[config.mk]
export PLATFORM = sky130hd
export DESIGN_NAME = line_follow_pid_drive_flat
export DESIGN_NICKNAME = d
export VERILOG_FILES = /design/src/lfpd_pkg.sv /design/src/lfpd_in_if.sv /design/src/lfpd_out_if.sv /design/src/lfpd_cfg_if.sv /design/src/lfpd_sense.sv /design/src/lfpd_pid.sv /design/src/line_follow_pid_drive.sv /design/src/flat_wrapper.sv
export VERILOG_INCLUDE_DIRS = /design/src /design/src/src
export SDC_FILE = /design/constraint.sdc
export NUM_CORES = 2
export LEC_CHECK = 0
export BUFFER_PORTS_ARGS = -buffer_cell sky130_fd_sc_hd__buf_4
export CORE_ASPECT_RATIO = 0.8
export CORE_MARGIN = 2
export CORE_UTILIZATION = 46
export CTS_BUF_LIST = sky130_fd_sc_hd__clkbuf_4 sky130_fd_sc_hd__clkbuf_8
export CTS_CLUSTER_SIZE = 24
export DETAILED_ROUTE_END_ITERATION = 8
export GPL_TIMING_DRIVEN = 0
export PLACE_DENSITY = 0.73
export SETUP_SLACK_MARGIN = 0.02
export SYNTH_ARGS = -nofsm -noshare
export SYNTH_HDL_FRONTEND = slang
export SYNTH_SLANG_ARGS = --single-unit
[constraint.sdc]
create_clock -name clk -period 32.8 [get_ports clk]
set_clock_uncertainty 0.05 [all_clocks]
set_input_delay 6.56 -clock clk [delete_from_list [all_inputs] [get_ports clk]]
set_output_delay 6.56 -clock clk [all_outputs]
set_load 0.02 [all_outputs]
[src/line_follow_pid_drive_macros.svh]
// assertion shorthands for the line follower
`ifndef LINE_FOLLOW_PID_DRIVE_MACROS_SVH
`define LINE_FOLLOW_PID_DRIVE_MACROS_SVH

// same-cycle implication, off during reset
`define LFPD_ASSERT_IMP(label, clk, rst_n, ante, cons) \
  label: assert property (@(posedge clk) disable iff (!rst_n) (ante) |-> (cons)) \
    else $error("line_follow_pid_drive: property violated");

// next-cycle implication, off during reset
`define LFPD_ASSERT_NXT(label, clk, rst_n, ante, cons) \
  label: assert property (@(posedge clk) disable iff (!rst_n) (ante) |=> (cons)) \
    else $error("line_follow_pid_drive: property violated");

`endif

[src/lfpd_pkg.sv]
`timescale 1ns / 1ps

package lfpd_pkg;

  localparam int unsigned THR_BITS  = 10;
  localparam int unsigned GAIN_BITS = 16;
  localparam int unsigned CFG_ADDR_BITS = 3;
  localparam int unsigned CFG_DATA_BITS = 16;

  // register indexes
  localparam logic [CFG_ADDR_BITS-1:0] REG_GAIN_P      = 3'd0;
  localparam logic [CFG_ADDR_BITS-1:0] REG_GAIN_I      = 3'd1;
  localparam logic [CFG_ADDR_BITS-1:0] REG_GAIN_D      = 3'd2;
  localparam logic [CFG_ADDR_BITS-1:0] REG_BASE_SPEED  = 3'd3;
  localparam logic [CFG_ADDR_BITS-1:0] REG_THRESHOLD   = 3'd4;
  localparam logic [CFG_ADDR_BITS-1:0] REG_CRUISE      = 3'd5;
  localparam logic [CFG_ADDR_BITS-1:0] REG_SHARP_SPEED = 3'd6;

  // register reset values
  localparam logic [GAIN_BITS-1:0] GAIN_P_RST      = 16'd3840;
  localparam logic [GAIN_BITS-1:0] GAIN_I_RST      = 16'd15;
  localparam logic [GAIN_BITS-1:0] GAIN_D_RST      = 16'd512;
  localparam logic [7:0]           BASE_SPEED_RST  = 8'd80;
  localparam logic [THR_BITS-1:0]  THRESHOLD_RST   = 10'd40;
  localparam logic [7:0]           CRUISE_RST      = 8'd100;
  localparam logic [7:0]           SHARP_SPEED_RST = 8'd50;

  typedef enum logic [2:0] {
    ACT_CRUISE     = 3'd0,
    ACT_PID        = 3'd1,
    ACT_TURN_LEFT  = 3'd2,
    ACT_TURN_RIGHT = 3'd3,
    ACT_SHARP_LEFT = 3'd4,
    ACT_HOLD       = 3'd5,
    ACT_TURN_WAIT  = 3'd6
  } action_t;

  typedef struct packed {
    logic       right_rev;
    logic       left_rev;
    logic [7:0] right;
    logic [7:0] left;
  } drive_t;

  typedef struct packed {
    logic [4:0]        pattern;
    logic signed [3:0] err;
  } sense_t;

  // position error for a known pattern, bit0 leftmost
  function automatic logic [4:0] pattern_error(input logic [4:0] pat);
    logic [4:0] res;  // {known, error}
    case (pat)
      5'd16:   res = {1'b1, 4'sd4};
      5'd1:    res = {1'b1, -4'sd4};
      5'd24:   res = {1'b1, 4'sd3};
      5'd3:    res = {1'b1, -4'sd3};
      5'd8:    res = {1'b1, 4'sd2};
      5'd2:    res = {1'b1, -4'sd2};
      5'd12:   res = {1'b1, 4'sd1};
      5'd6:    res = {1'b1, -4'sd1};
      5'd4:    res = {1'b1, 4'sd0};
      default: res = 5'd0;
    endcase
    return res;
  endfunction

endpackage

[src/lfpd_in_if.sv]
`timescale 1ns / 1ps

interface lfpd_in_if #(
  parameter int unsigned SENSOR_BITS = 10
);
  logic                   valid;
  logic                   ready;
  logic [SENSOR_BITS-1:0] sample_left_outer;
  logic [SENSOR_BITS-1:0] sample_left_inner;
  logic [SENSOR_BITS-1:0] sample_middle;
  logic [SENSOR_BITS-1:0] sample_right_inner;
  logic [SENSOR_BITS-1:0] sample_right_outer;

  modport source (
    output valid, sample_left_outer, sample_left_inner, sample_middle,
           sample_right_inner, sample_right_outer,
    input  ready
  );
  modport sink (
    input  valid, sample_left_outer, sample_left_inner, sample_middle,
           sample_right_inner, sample_right_outer,
    output ready
  );
endinterface

[src/lfpd_out_if.sv]
`timescale 1ns / 1ps

interface lfpd_out_if;
  logic              valid;
  logic              ready;
  logic [7:0]        left_duty;
  logic [7:0]        right_duty;
  logic              left_reverse;
  logic              right_reverse;
  logic [2:0]        action;
  logic [4:0]        line_pattern;
  logic signed [3:0] track_error;

  modport source (
    output valid, left_duty, right_duty, left_reverse, right_reverse, action,
           line_pattern, track_error,
    input  ready
  );
  modport sink (
    input  valid, left_duty, right_duty, left_reverse, right_reverse, action,
           line_pattern, track_error,
    output ready
  );
endinterface

[src/lfpd_cfg_if.sv]
`timescale 1ns / 1ps

interface lfpd_cfg_if;
  logic                                valid;
  logic                                ready;
  logic [lfpd_pkg::CFG_ADDR_BITS-1:0]  addr;
  logic [lfpd_pkg::CFG_DATA_BITS-1:0]  data;

  modport source (output valid, addr, data, input ready);
  modport sink   (input valid, addr, data, output ready);
endinterface

[src/lfpd_sense.sv]
`timescale 1ns / 1ps

module lfpd_sense #(
  parameter int unsigned SENSOR_BITS = 10
) (
  input  logic [4:0][SENSOR_BITS-1:0]        samples,
  input  logic [lfpd_pkg::THR_BITS-1:0]      threshold,
  input  logic signed [3:0]                  last_error,
  output lfpd_pkg::sense_t                   sense
);

  localparam int unsigned CMP_W =
    (SENSOR_BITS > lfpd_pkg::THR_BITS) ? SENSOR_BITS : lfpd_pkg::THR_BITS;

  logic [CMP_W-1:0] thr_x;
  logic [4:0]       pat;
  logic [4:0]       lut;

  assign thr_x = CMP_W'(threshold);

  always_comb begin
    for (int i = 0; i < 5; i++) begin
      pat[i] = CMP_W'(samples[i]) > thr_x;
    end
  end

  assign lut = lfpd_pkg::pattern_error(pat);

  // unknown patterns keep the previous error
  assign sense.pattern = pat;
  assign sense.err     = lut[4] ? $signed(lut[3:0]) : last_error;

endmodule

[src/lfpd_pid.sv]
`timescale 1ns / 1ps

module lfpd_pid #(
  parameter int unsigned SUM_BITS = 16
) (
  input  logic [lfpd_pkg::GAIN_BITS-1:0] gain_p,
  input  logic [lfpd_pkg::GAIN_BITS-1:0] gain_i,
  input  logic [lfpd_pkg::GAIN_BITS-1:0] gain_d,
  input  logic [7:0]                     base_speed,
  input  logic signed [3:0]              err,
  input  logic signed [3:0]              last_error,
  input  logic signed [SUM_BITS-1:0]     error_sum,
  output logic signed [SUM_BITS-1:0]     sum_nxt,
  output logic [7:0]                     left_duty,
  output logic [7:0]                     right_duty
);

  localparam int unsigned PW = SUM_BITS + 20;
  localparam int unsigned IW = SUM_BITS + 17;

  logic signed [SUM_BITS:0]    sum_x;
  logic signed [SUM_BITS:0]    err_x;
  logic signed [SUM_BITS:0]    sum_wide;
  logic signed [SUM_BITS-1:0]  isum;
  logic signed [4:0]           err5;
  logic signed [4:0]           last5;
  logic signed [4:0]           diff;
  logic signed [16:0]          gp_s;
  logic signed [16:0]          gi_s;
  logic signed [16:0]          gd_s;
  logic signed [21:0]          p_prod;
  logic signed [IW-1:0]        i_prod;
  logic signed [21:0]          d_prod;
  logic signed [PW-1:0]        corr;
  logic signed [PW-1:0]        base_q;
  logic signed [PW-1:0]        left_q;
  logic signed [PW-1:0]        right_q;

  function automatic logic [7:0] clamp_duty(input logic signed [PW-1:0] q);
    logic [7:0] d;
    if (q[PW-1]) begin
      d = 8'd0;
    end else if (|q[PW-2:16]) begin
      d = 8'hff;
    end else begin
      d = q[15:8];
    end
    return d;
  endfunction

  // saturating integral
  assign sum_x    = {error_sum[SUM_BITS-1], error_sum};
  assign err_x    = {{(SUM_BITS-3){err[3]}}, err};
  assign sum_wide = sum_x + err_x;

  always_comb begin
    if (sum_wide[SUM_BITS] != sum_wide[SUM_BITS-1]) begin
      isum = sum_wide[SUM_BITS] ? {1'b1, {(SUM_BITS-1){1'b0}}}
                                : {1'b0, {(SUM_BITS-1){1'b1}}};
    end else begin
      isum = sum_wide[SUM_BITS-1:0];
    end
  end

  assign err5  = {err[3], err};
  assign last5 = {last_error[3], last_error};
  assign diff  = err5 - last5;

  // gains are unsigned, so a zero sign bit goes in front
  assign gp_s = {1'b0, gain_p};
  assign gi_s = {1'b0, gain_i};
  assign gd_s = {1'b0, gain_d};

  assign p_prod = 22'(gp_s) * 22'(err5);
  assign i_prod = IW'(gi_s) * IW'(isum);
  assign d_prod = 22'(gd_s) * 22'(diff);

  assign corr   = PW'(p_prod) + PW'(i_prod) + PW'(d_prod);
  assign base_q = $signed(PW'({base_speed, 8'h00}));

  assign left_q  = base_q + corr;
  assign right_q = base_q - corr;

  assign sum_nxt    = isum;
  assign left_duty  = clamp_duty(left_q);
  assign right_duty = clamp_duty(right_q);

endmodule

[src/line_follow_pid_drive.sv]
`timescale 1ns / 1ps

// channel   role     handshake            word
// in_ch     sink     valid / ready        five line-sensor samples
// out_ch    source   valid / ready        wheel duties, reverse bits, action, pattern, error
// cfg_ch    sink     valid / ready (=1)   register index and write data
//
// one word per cycle sustained while out_ch is ready; a word taken goes first into the
// sample register, then into the result register, and leaves from there when taken
// the rate is set by the state loop: threshold, error lookup, the three gain
// products and the wheel clamps all sit between the sample register and the
// result register, and the loop state updates as each result is registered
// reset (rst_n low at a clock edge) clears the pipe and loop state, and sets the
// registers to their reset values; a stalled result holds in the result register
// while the next word waits in the sample register

`include "line_follow_pid_drive_macros.svh"

module line_follow_pid_drive #(
  parameter int unsigned SENSOR_BITS = 10,
  parameter int unsigned SUM_BITS    = 16
) (
  input  logic   clk,
  input  logic   rst_n,
  lfpd_in_if.sink    in_ch,
  lfpd_out_if.source out_ch,
  lfpd_cfg_if.sink   cfg_ch
);

  typedef enum logic [1:0] {
    TURN_NONE  = 2'd0,
    TURN_LEFT  = 2'd1,
    TURN_RIGHT = 2'd2
  } turn_t;

  // configuration registers
  logic [lfpd_pkg::GAIN_BITS-1:0] gain_p_r, gain_i_r, gain_d_r;
  logic [7:0]                     base_speed_r, cruise_r, sharp_r;
  logic [lfpd_pkg::THR_BITS-1:0]  threshold_r;

  // sample stage
  logic                          s1_valid_r;
  logic [4:0][SENSOR_BITS-1:0]   samples_r;

  // result stage
  logic                    out_valid_r;
  lfpd_pkg::drive_t        out_drive_r;
  lfpd_pkg::action_t       out_action_r;
  logic [4:0]              out_pattern_r;
  logic signed [3:0]       out_err_r;

  // loop state
  logic signed [3:0]          last_error_r;
  logic signed [SUM_BITS-1:0] error_sum_r;
  logic [7:0]                 pid_left_r, pid_right_r;
  lfpd_pkg::drive_t           held_r;
  turn_t                      turn_r;

  // next values
  logic                       advance;
  logic                       in_take;
  lfpd_pkg::sense_t           sense;
  logic signed [SUM_BITS-1:0] sum_calc;
  logic [7:0]                 pid_left_calc, pid_right_calc;
  logic                       wait_c;
  lfpd_pkg::drive_t           drive_nxt;
  lfpd_pkg::action_t          action_nxt;
  logic signed [3:0]          err_out_nxt;
  logic signed [3:0]          last_error_nxt;
  logic signed [SUM_BITS-1:0] error_sum_nxt;
  logic [7:0]                 pid_left_nxt, pid_right_nxt;
  lfpd_pkg::drive_t           held_nxt;
  turn_t                      turn_nxt;

  // the sample stage moves on whenever the result register is free or drained
  assign advance      = s1_valid_r && (!out_valid_r || out_ch.ready);
  assign in_ch.ready  = !s1_valid_r || advance;
  assign in_take      = in_ch.valid && in_ch.ready;
  assign cfg_ch.ready = 1'b1;

  lfpd_sense #(
    .SENSOR_BITS(SENSOR_BITS)
  ) u_sense (
    .samples    (samples_r),
    .threshold  (threshold_r),
    .last_error (last_error_r),
    .sense      (sense)
  );

  lfpd_pid #(
    .SUM_BITS(SUM_BITS)
  ) u_pid (
    .gain_p     (gain_p_r),
    .gain_i     (gain_i_r),
    .gain_d     (gain_d_r),
    .base_speed (base_speed_r),
    .err        (sense.err),
    .last_error (last_error_r),
    .error_sum  (error_sum_r),
    .sum_nxt    (sum_calc),
    .left_duty  (pid_left_calc),
    .right_duty (pid_right_calc)
  );

  // a pivot turn waits until the middle sensor finds the line again
  assign wait_c = (turn_r != TURN_NONE) && !sense.pattern[2];

  always_comb begin
    drive_nxt      = held_r;
    action_nxt     = lfpd_pkg::ACT_HOLD;
    err_out_nxt    = sense.err;
    last_error_nxt = sense.err;
    error_sum_nxt  = sum_calc;
    pid_left_nxt   = pid_left_r;
    pid_right_nxt  = pid_right_r;
    turn_nxt       = TURN_NONE;

    if (wait_c) begin
      // turning wait: drive and loop state hold, the old error is shown
      action_nxt     = lfpd_pkg::ACT_TURN_WAIT;
      err_out_nxt    = last_error_r;
      last_error_nxt = last_error_r;
      error_sum_nxt  = error_sum_r;
      turn_nxt       = turn_r;
    end else begin
      case (sense.pattern) inside
        5'd0: begin
          drive_nxt  = '{right_rev: 1'b0, left_rev: 1'b0, right: cruise_r, left: cruise_r};
          action_nxt = lfpd_pkg::ACT_CRUISE;
        end
        5'd2, 5'd4, 5'd6, 5'd8, 5'd12: begin
          pid_left_nxt  = pid_left_calc;
          pid_right_nxt = pid_right_calc;
          drive_nxt     = '{right_rev: 1'b0, left_rev: 1'b0,
                            right: pid_right_calc, left: pid_left_calc};
          action_nxt    = lfpd_pkg::ACT_PID;
        end
        5'd3, 5'd7, 5'd15: begin
          drive_nxt  = '{right_rev: 1'b0, left_rev: 1'b0, right: pid_right_r, left: 8'd0};
          action_nxt = lfpd_pkg::ACT_TURN_LEFT;
          turn_nxt   = TURN_LEFT;
        end
        5'd24, 5'd28, 5'd30: begin
          drive_nxt  = '{right_rev: 1'b0, left_rev: 1'b0, right: 8'd0, left: pid_left_r};
          action_nxt = lfpd_pkg::ACT_TURN_RIGHT;
          turn_nxt   = TURN_RIGHT;
        end
        5'd5: begin
          // sharp left spins the left wheel backward
          drive_nxt  = '{right_rev: 1'b0, left_rev: 1'b1, right: pid_right_r, left: sharp_r};
          action_nxt = lfpd_pkg::ACT_SHARP_LEFT;
        end
        default: begin
          drive_nxt  = held_r;
          action_nxt = lfpd_pkg::ACT_HOLD;
        end
      endcase
    end
    held_nxt = drive_nxt;
  end

  always_ff @(posedge clk) begin
    if (!rst_n) begin
      gain_p_r     <= lfpd_pkg::GAIN_P_RST;
      gain_i_r     <= lfpd_pkg::GAIN_I_RST;
      gain_d_r     <= lfpd_pkg::GAIN_D_RST;
      base_speed_r <= lfpd_pkg::BASE_SPEED_RST;
      threshold_r  <= lfpd_pkg::THRESHOLD_RST;
      cruise_r     <= lfpd_pkg::CRUISE_RST;
      sharp_r      <= lfpd_pkg::SHARP_SPEED_RST;
      s1_valid_r   <= 1'b0;
      out_valid_r  <= 1'b0;
      last_error_r <= '0;
      error_sum_r  <= '0;
      pid_left_r   <= '0;
      pid_right_r  <= '0;
      held_r       <= '0;
      turn_r       <= TURN_NONE;
    end else begin
      // register writes, unknown indexes are dropped
      if (cfg_ch.valid) begin
        unique case (cfg_ch.addr)
          lfpd_pkg::REG_GAIN_P:      gain_p_r     <= cfg_ch.data;
          lfpd_pkg::REG_GAIN_I:      gain_i_r     <= cfg_ch.data;
          lfpd_pkg::REG_GAIN_D:      gain_d_r     <= cfg_ch.data;
          lfpd_pkg::REG_BASE_SPEED:  base_speed_r <= cfg_ch.data[7:0];
          lfpd_pkg::REG_THRESHOLD:   threshold_r  <= cfg_ch.data[lfpd_pkg::THR_BITS-1:0];
          lfpd_pkg::REG_CRUISE:      cruise_r     <= cfg_ch.data[7:0];
          lfpd_pkg::REG_SHARP_SPEED: sharp_r      <= cfg_ch.data[7:0];
          default: ;
        endcase
      end

      // sample stage
      if (in_take) begin
        s1_valid_r <= 1'b1;
        samples_r  <= {in_ch.sample_right_outer, in_ch.sample_right_inner,
                       in_ch.sample_middle, in_ch.sample_left_inner,
                       in_ch.sample_left_outer};
      end else if (advance) begin
        s1_valid_r <= 1'b0;
      end

      // result stage and loop state
      if (advance) begin
        out_valid_r   <= 1'b1;
        out_drive_r   <= drive_nxt;
        out_action_r  <= action_nxt;
        out_pattern_r <= sense.pattern;
        out_err_r     <= err_out_nxt;
        last_error_r  <= last_error_nxt;
        error_sum_r   <= error_sum_nxt;
        pid_left_r    <= pid_left_nxt;
        pid_right_r   <= pid_right_nxt;
        held_r        <= held_nxt;
        turn_r        <= turn_nxt;
      end else if (out_ch.ready) begin
        out_valid_r <= 1'b0;
      end
    end
  end

  assign out_ch.valid         = out_valid_r;
  assign out_ch.left_duty     = out_drive_r.left;
  assign out_ch.right_duty    = out_drive_r.right;
  assign out_ch.left_reverse  = out_drive_r.left_rev;
  assign out_ch.right_reverse = out_drive_r.right_rev;
  assign out_ch.action        = out_action_r;
  assign out_ch.line_pattern  = out_pattern_r;
  assign out_ch.track_error   = out_err_r;

  // a word stuck in the sample stage only ever waits behind a full result register
  `LFPD_ASSERT_IMP(a_stall_cause, clk, rst_n, !in_ch.ready, s1_valid_r && out_valid_r && !out_ch.ready)
  // a word that is not a turning wait leaves its error as the loop error
  `LFPD_ASSERT_NXT(a_error_tracks, clk, rst_n, advance && !wait_c, last_error_r == out_err_r)
  // only a sharp left, or a hold that repeats one, reverses a wheel, and never the right one
  `LFPD_ASSERT_IMP(a_reverse_sharp, clk, rst_n, out_valid_r && (out_drive_r.left_rev || out_drive_r.right_rev), (out_action_r == lfpd_pkg::ACT_SHARP_LEFT || out_action_r == lfpd_pkg::ACT_HOLD) && !out_drive_r.right_rev)

endmodule
[src/flat_wrapper.sv]
// flat-port wrapper written by rule: the top's interface ports become plain ports
module line_follow_pid_drive_flat 
#(
  parameter int unsigned SENSOR_BITS = 10,
  parameter int unsigned SUM_BITS    = 16
)
  (clk, rst_n, in_ch_valid, in_ch_sample_left_outer, in_ch_sample_left_inner, in_ch_sample_middle, in_ch_sample_right_inner, in_ch_sample_right_outer, in_ch_ready, out_ch_valid, out_ch_left_duty, out_ch_right_duty, out_ch_left_reverse, out_ch_right_reverse, out_ch_action, out_ch_line_pattern, out_ch_track_error, out_ch_ready, cfg_ch_valid, cfg_ch_addr, cfg_ch_data, cfg_ch_ready);
  lfpd_in_if #(.SENSOR_BITS(SENSOR_BITS)) in_ch_i ();
  lfpd_out_if out_ch_i ();
  lfpd_cfg_if cfg_ch_i ();
  input  logic clk;
  input  logic rst_n;
  input wire logic [$bits(in_ch_i.valid)-1:0] in_ch_valid;
  input wire logic [$bits(in_ch_i.sample_left_outer)-1:0] in_ch_sample_left_outer;
  input wire logic [$bits(in_ch_i.sample_left_inner)-1:0] in_ch_sample_left_inner;
  input wire logic [$bits(in_ch_i.sample_middle)-1:0] in_ch_sample_middle;
  input wire logic [$bits(in_ch_i.sample_right_inner)-1:0] in_ch_sample_right_inner;
  input wire logic [$bits(in_ch_i.sample_right_outer)-1:0] in_ch_sample_right_outer;
  output wire logic [$bits(in_ch_i.ready)-1:0] in_ch_ready;
  output wire logic [$bits(out_ch_i.valid)-1:0] out_ch_valid;
  output wire logic [$bits(out_ch_i.left_duty)-1:0] out_ch_left_duty;
  output wire logic [$bits(out_ch_i.right_duty)-1:0] out_ch_right_duty;
  output wire logic [$bits(out_ch_i.left_reverse)-1:0] out_ch_left_reverse;
  output wire logic [$bits(out_ch_i.right_reverse)-1:0] out_ch_right_reverse;
  output wire logic [$bits(out_ch_i.action)-1:0] out_ch_action;
  output wire logic [$bits(out_ch_i.line_pattern)-1:0] out_ch_line_pattern;
  output wire logic [$bits(out_ch_i.track_error)-1:0] out_ch_track_error;
  input wire logic [$bits(out_ch_i.ready)-1:0] out_ch_ready;
  input wire logic [$bits(cfg_ch_i.valid)-1:0] cfg_ch_valid;
  input wire logic [$bits(cfg_ch_i.addr)-1:0] cfg_ch_addr;
  input wire logic [$bits(cfg_ch_i.data)-1:0] cfg_ch_data;
  output wire logic [$bits(cfg_ch_i.ready)-1:0] cfg_ch_ready;
  assign in_ch_i.valid = in_ch_valid;
  assign in_ch_i.sample_left_outer = in_ch_sample_left_outer;
  assign in_ch_i.sample_left_inner = in_ch_sample_left_inner;
  assign in_ch_i.sample_middle = in_ch_sample_middle;
  assign in_ch_i.sample_right_inner = in_ch_sample_right_inner;
  assign in_ch_i.sample_right_outer = in_ch_sample_right_outer;
  assign in_ch_ready = in_ch_i.ready;
  assign out_ch_valid = out_ch_i.valid;
  assign out_ch_left_duty = out_ch_i.left_duty;
  assign out_ch_right_duty = out_ch_i.right_duty;
  assign out_ch_left_reverse = out_ch_i.left_reverse;
  assign out_ch_right_reverse = out_ch_i.right_reverse;
  assign out_ch_action = out_ch_i.action;
  assign out_ch_line_pattern = out_ch_i.line_pattern;
  assign out_ch_track_error = out_ch_i.track_error;
  assign out_ch_i.ready = out_ch_ready;
  assign cfg_ch_i.valid = cfg_ch_valid;
  assign cfg_ch_i.addr = cfg_ch_addr;
  assign cfg_ch_i.data = cfg_ch_data;
  assign cfg_ch_ready = cfg_ch_i.ready;
  line_follow_pid_drive #(.SENSOR_BITS(SENSOR_BITS), .SUM_BITS(SUM_BITS)) u_core (.clk(clk), .rst_n(rst_n), .in_ch(in_ch_i), .out_ch(out_ch_i), .cfg_ch(cfg_ch_i));
endmodule
# [Word level (Yosys, flattened, before mapping)]
# Memory sizes are Yosys's and may differ from the RTL's.
# Index checks and enable logic that the tools add are counted.
[word_totals] word_cells=124 ram_bits=0 latchBits=0 mem_count=1 regBits=220 romBits=160
[classes] n_mul=3 n_bitwise=2 mux=27 addsub=6 n_reduce_logical=30 n_lt_le_gt_ge=5 shifts=0 div_mod_pow=0 eq_ne=19
[memory_table] name="(name not given)" words=32 width=5 read_ports=1 rd_ports_with_merged_regs=0 write_ports=0 line="lfpd_pkg.sv:53" text="case (pat)"
[ops] operator="18-bit 2-to-1 mux" n=6
[ops] operator="10-bit > comparator" n=5
[ops] operator="19-bit OR reduction" n=2
[ops] operator="17-bit by 35-bit adder with 36-bit output" n=1
[ops] operator="17-bit by 35-bit subtractor with 36-bit output" n=1
[ops] operator="34-bit by 22-bit adder with 35-bit output" n=1
[ops] operator="21-bit by 33-bit adder with 34-bit output" n=1
[ops] operator="17-bit by 16-bit multiplier with 33-bit output" n=1
[ops] operator="16-bit 2-to-1 mux" n=2
[ops] operator="8-bit 2-to-1 mux" n=4
[ops] operator="17-bit by 5-bit multiplier with 22-bit output" n=1
[ops] operator="17-bit by 4-bit multiplier with 21-bit output" n=1
[ops] operator="5-bit by 3-bit == test with 1-bit output (second input constant)" n=4
[ops] operator="2-bit AND reduction" n=10
[ops] operator="16-bit by 4-bit adder with 17-bit output" n=1
[ops] operator="5-bit by 4-bit == test with 1-bit output (second input constant)" n=3
[ops] operator="5-bit == test (second input constant)" n=3
[ops] operator="3-bit 2-to-1 mux" n=4
[ops] operator="5-bit by 2-bit == test with 1-bit output (second input constant)" n=2
[ops] operator="3-bit == test (second input constant)" n=3
[ops] operator="2-bit 2-to-1 mux" n=4
[ops] operator="4-bit 2-to-1 mux" n=2
[ops] operator="3-bit by 2-bit == test with 1-bit output (second input constant)" n=2
[ops] operator="2-bit nonzero test" n=3
[ops] operator="14 further kinds" n=25

# [Depth between registers and ports, before layout]
# An unclocked memory read counts as a cell.
[logic_depth] word_depth=16 depth_mapped=67 depth_no_buf=61

# [Cells and area by module]
# From an unflattened synthesis, not the netlist that was laid out.
[unflattened] cells_unflattened=3059 area_unflattened_um2=27398.8
[modules_own_cells] mod="lfpd_pid" cells_each=1958 area_each_um2=17066.4 seq_area_each_um2=0.0 n_inst=1
[modules_own_cells] mod="line_follow_pid_drive" cells_each=920 area_each_um2=8942.3 seq_area_each_um2=5205.0 n_inst=1
[modules_own_cells] mod="lfpd_sense" cells_each=181 area_each_um2=1390.1 seq_area_each_um2=0.0 n_inst=1

# [Least setup slack after synthesis]
# Ideal clock, no wire load.
[synth_timing] kind="reg2reg" start="register u_core.threshold_r[3] in the netlist's numbering" end="register u_core.out_drive_r (netlist bit u_core.out_ch.left_duty[1]), data pin" path_buffers=3 arrival_ps=14832 setup_time_ps=265 path_stages_with_launch=61 path_slack_ps=17653 required_time_ps=32485 synth_period_minus_slack_ps=15147 cell_sequence="dfxtp_1 inv_1 ha_1 a2111oi_0 a211oi_1 o21ai_1 inv_1 or2_2 nand2_1 nor2_1 a221o_1 a21oi_1 clkbuf_1 ha_1 inv_1 fa_1 nor2b_1 o21ai_0 [25 not listed] ha_1 a21oi_2 a21boi_0 nor2_1 xor2_1 ha_1 a211oi_1 nor2_1 o31a_1 o21a_1 nor2_1 or4b_2 nor4_1 a211oi_1 a2111o_1 a2111oi_4 a311oi_1 or3_1"
[synth_rtl] item="from (decl)" line="line_follow_pid_drive.sv:39" text="logic [lfpd_pkg::THR_BITS-1:0] threshold_r;"
[synth_rtl] item="from (signal assigned)" line="line_follow_pid_drive.sv:168" text="threshold_r <= lfpd_pkg::THRESHOLD_RST;"
[synth_rtl] item="from (signal assigned)" line="line_follow_pid_drive.sv:187" text="lfpd_pkg::REG_THRESHOLD: threshold_r <= cfg_ch.data[lfpd_pkg::THR_BITS-1:0];"
[synth_rtl] item="to (signal assigned)" line="line_follow_pid_drive.sv:207" text="out_drive_r <= drive_nxt;"
[synth_rtl] item="to (decl)" line="line_follow_pid_drive.sv:47" text="lfpd_pkg::drive_t out_drive_r;"

==> flow_metrics.py <==
metrics = {
    "synth": {
        "ys_seq_area_share_pct": 19.6,
        "synth-main-ff-cell": "dfxtp_1",
        "syn_nets": 3648,
        "netlist_area_mm2": 0.0266,
        "synth.mux.area_fraction_pct": 0.527,
        "yosysTopAreaCell": "fa_1",
        "synth.area.top_cells": "fa_1 (28%), ha_1 (11%), dfxtp_1 (11%)",
        "synth_compound_area_share_pct": 13.1,
        "synth.distinct_cells": 87,
        "ys.warnings.count": 0,
        "syn_inst": 2975,
        "synthArstFlopShare_pct": 0,
        "syn_area_per_cell_um2": 8.95,
        "ys_ff_latch": 220,
        "synth_edf_count": 80,
        "synth_common_cells": "nand2_1 (428), inv_1 (420), fa_1 (367), ha_1 (232), nor2_1 (167)",
        "synth_top_area_share_pct": 27.6,
        "synthAdderAreaFrac_pct": 38.5,
        "yosysMostFrequentCell": "nand2_1",
        "synthXorXnorAreaFrac_pct": 1.81,
        "synth-simple-area-share_pct": 18.9,
        "synth_top_family_by_area": "adder cells",
    },
    "sta": {
        "fin_setup_tns_ps": 0,
        "slew_viol_final": 0,
        "finalCriticalPeriod_ps": 19960,
        "finalHoldViolations": 0,
        "slew_headroom_pct": 16.9,
        "clock.fmax_mhz": 50.1,
        "fin_crit_sh_pct": 60.8,
        "rsz0062_at_grt": "no",
        "setup_violations": 0,
        "tightest_slew_ps": 1240,
    },
    "finish": {
        "design_area_mm2": 0.0292,
        "regArea_mm2": 0.00520,
        "nets": 3795,
        "stdcell_count": 3910,
        "multiInputGateArea_mm2": 0.0194,
        "diodes": 0,
        "areaGrowthSynthToFinish_pct": 9.68,
        "drive_gt1_share_pct": 7.37,
        "n_fill_cell": 5242,
    },
    "critical_path": {
        "worst_path_max_delay_cell": "a211oi_1",
        "startpoint_type": "register",
        "crit_path_max_incr_delay_ps": 870,
        "path_max_fanout": 10,
        "end_kind": "register",
        "crit_type": "reg2reg",
        "critPathMostFrequentCell": "inv_1",
        "critPathRequiredTime_ps": 33050,
        "cp.arrival_ps": 20200,
    },
    "drt": {
        "drtPass1Iterations": 6,
        "drc": 0,
        "wl_per_cell_um": 20.7,
        "antenna_left": 0,
        "routed_wl_um": 81100,
        "dr_total_vias": 22100,
        "viasPerCell": 5.65,
        "dr.first_iter.drc_count": 2182,
    },
    "floorplan": {
        "start_util_pct": 46.8,
        "fp.dieW_um": 273,
        "boundaryPins": 107,
        "die-area_mm2": 0.0598,
        "rows": 78,
        "dieHeight_um": 219,
        "coreArea_mm2": 0.0569,
    },
    "clocking": {
        "htreeDepth": 2,
        "path_clk_slew_ps": 70,
        "cts_resized": 0,
        "cts_made_buffers": 36,
        "root_buffer": "clkbuf_8",
        "clkLatencyLatePin_ps": 600,
        "clock_sinks": 220,
        "cts_max_path_buffers": 3,
        "cts_tree": "built",
        "cts_hold_buf": 0,
        "post_cts_buffers": 0,
    },
    "placed_design": {
        "place_congestion": 1.02,
        "hpwl_um": 65200,
        "numPlacedInstances": 3843,
        "post_dp_cell_area_mm2": 0.0284,
        "portBuffers": 105,
    },
    "grt": {
        "grt_pass1_wl_um": 126000,
        "overflow": 0,
        "antenna_found_initial": 2,
        "grt_pass1_vias": 21900,
        "grt_max_degree": 44,
        "grt_use_total_pct": 27.7,
    },
    "min_path": {
        "hold_class": "reg2reg",
    },
    "outcome": {
        "status": "completed",
    },
    "flow_run": {
        "maxCapViolations": 0,
    },
}
==> cell type report <==
class	count	share of cell area [%]
plain buffers	109	1.47
clock buffers	51	2.19
flip-flops and latches	220	17.8
repair buffers	109	2.88
well taps	760	3.26
inverters	421	5.41
clock inverters	15	0.467
multi-input cells	2225	66.5
==> metal layers <==
metal | wire length, µm | GRT usage, % | up-vias | share of wire, %
li1 | - | - | 10000 | -
met5 | 161 | 1.89 | - | 0.20
met4 | 1890 | 6.59 | 4 | 2.3
met3 | 10300 | 9.83 | 137 | 13
met2 | 33100 | 38.9 | 1115 | 41
met1 | 35700 | 40.1 | 10800 | 44
==> worst paths after layout <==
check                             start                         end  slack [ps]  cells after the start
hold reg to reg   u_core.pid_right_r[5]       u_core.pid_right_r[5]         410                      2
setup reg to reg  u_core.threshold_r[3]  u_core.out_ch.left_duty[1]       12840                     61
hold / removal    u_core.pid_right_r[5]       u_core.pid_right_r[5]         410                      2
setup / recovery  u_core.threshold_r[3]  u_core.out_ch.left_duty[1]       12840                     61
==> layout by cell type, fill, tap and decap left out, types with 19 or more instances in the layout <==
| master | count |
|---|---|
| nor2b_1 | 78 |
| a21boi_0 | 73 |
| a21oi_1 | 93 |
| inv_1 | 419 |
| clkbuf_8 | 41 |
| clkbuf_1 | 99 |
| nor3_1 | 37 |
| and2_1 | 128 |
| or2_2 | 28 |
| nand2_1 | 428 |
| a21o_1 | 37 |
| o21ai_0 | 87 |
| nand2b_1 | 41 |
| o211ai_1 | 19 |
| a211oi_1 | 19 |
| fa_1 | 367 |
| ha_1 | 232 |
| nand4_1 | 19 |
| nand3_1 | 59 |
| edfxtp_1 | 80 |
| nor2_1 | 167 |
| xnor2_1 | 37 |
| buf_4 | 110 |
| dfxtp_1 | 140 |
==> logic make-up after synthesis <==
family,Yosys count
buf+inv,530
xor+xnor,55
fa+ha+maj,599
other cells,1
flops,220
simple gates,1050
mux,14
compound gates,506
==> critical path, delay by kind of cell, from the launching register on <==
kind / cells / cell delay [ps]
adders and majority gates: 13 / 5960
and+or+nand+nor: 11 / 2470
DFF: 1 / 300
xor gates and xnor gates: 1 / 190
buffers and inverters: 13 / 2550
AOI/OAI and AO/OA: 23 / 8140
==> sequential cells by signal, indices dropped and copies added, names as in the netlist, 10 cells and up <==
signal	count
u_core.threshold_r	10
u_core.samples_r	50
u_core.gain_p_r	16
u_core.held_r	18
u_core.gain_i_r	16
u_core.error_sum_r	16
u_core.gain_d_r	16
==> through the flow <==
| stage | hold WS (ps) | util [%] | setup slack (ps) |
|---|---|---|---|
| after floorplan | 367 | - | 17650 |
| after global placement | 384 | 49.8 | 13290 |
| after detailed placement | 390 | 49.9 | 13530 |
| after CTS | 405 | 51.3 | 13430 |
| after global routing | 430 | 51.3 | 11940 |
| final | 406 | 51.3 | 12840 |
Power is left out: the tool's default activity adds up to more than one toggle a clock period on the data nets, which glitch-free logic cannot reach.
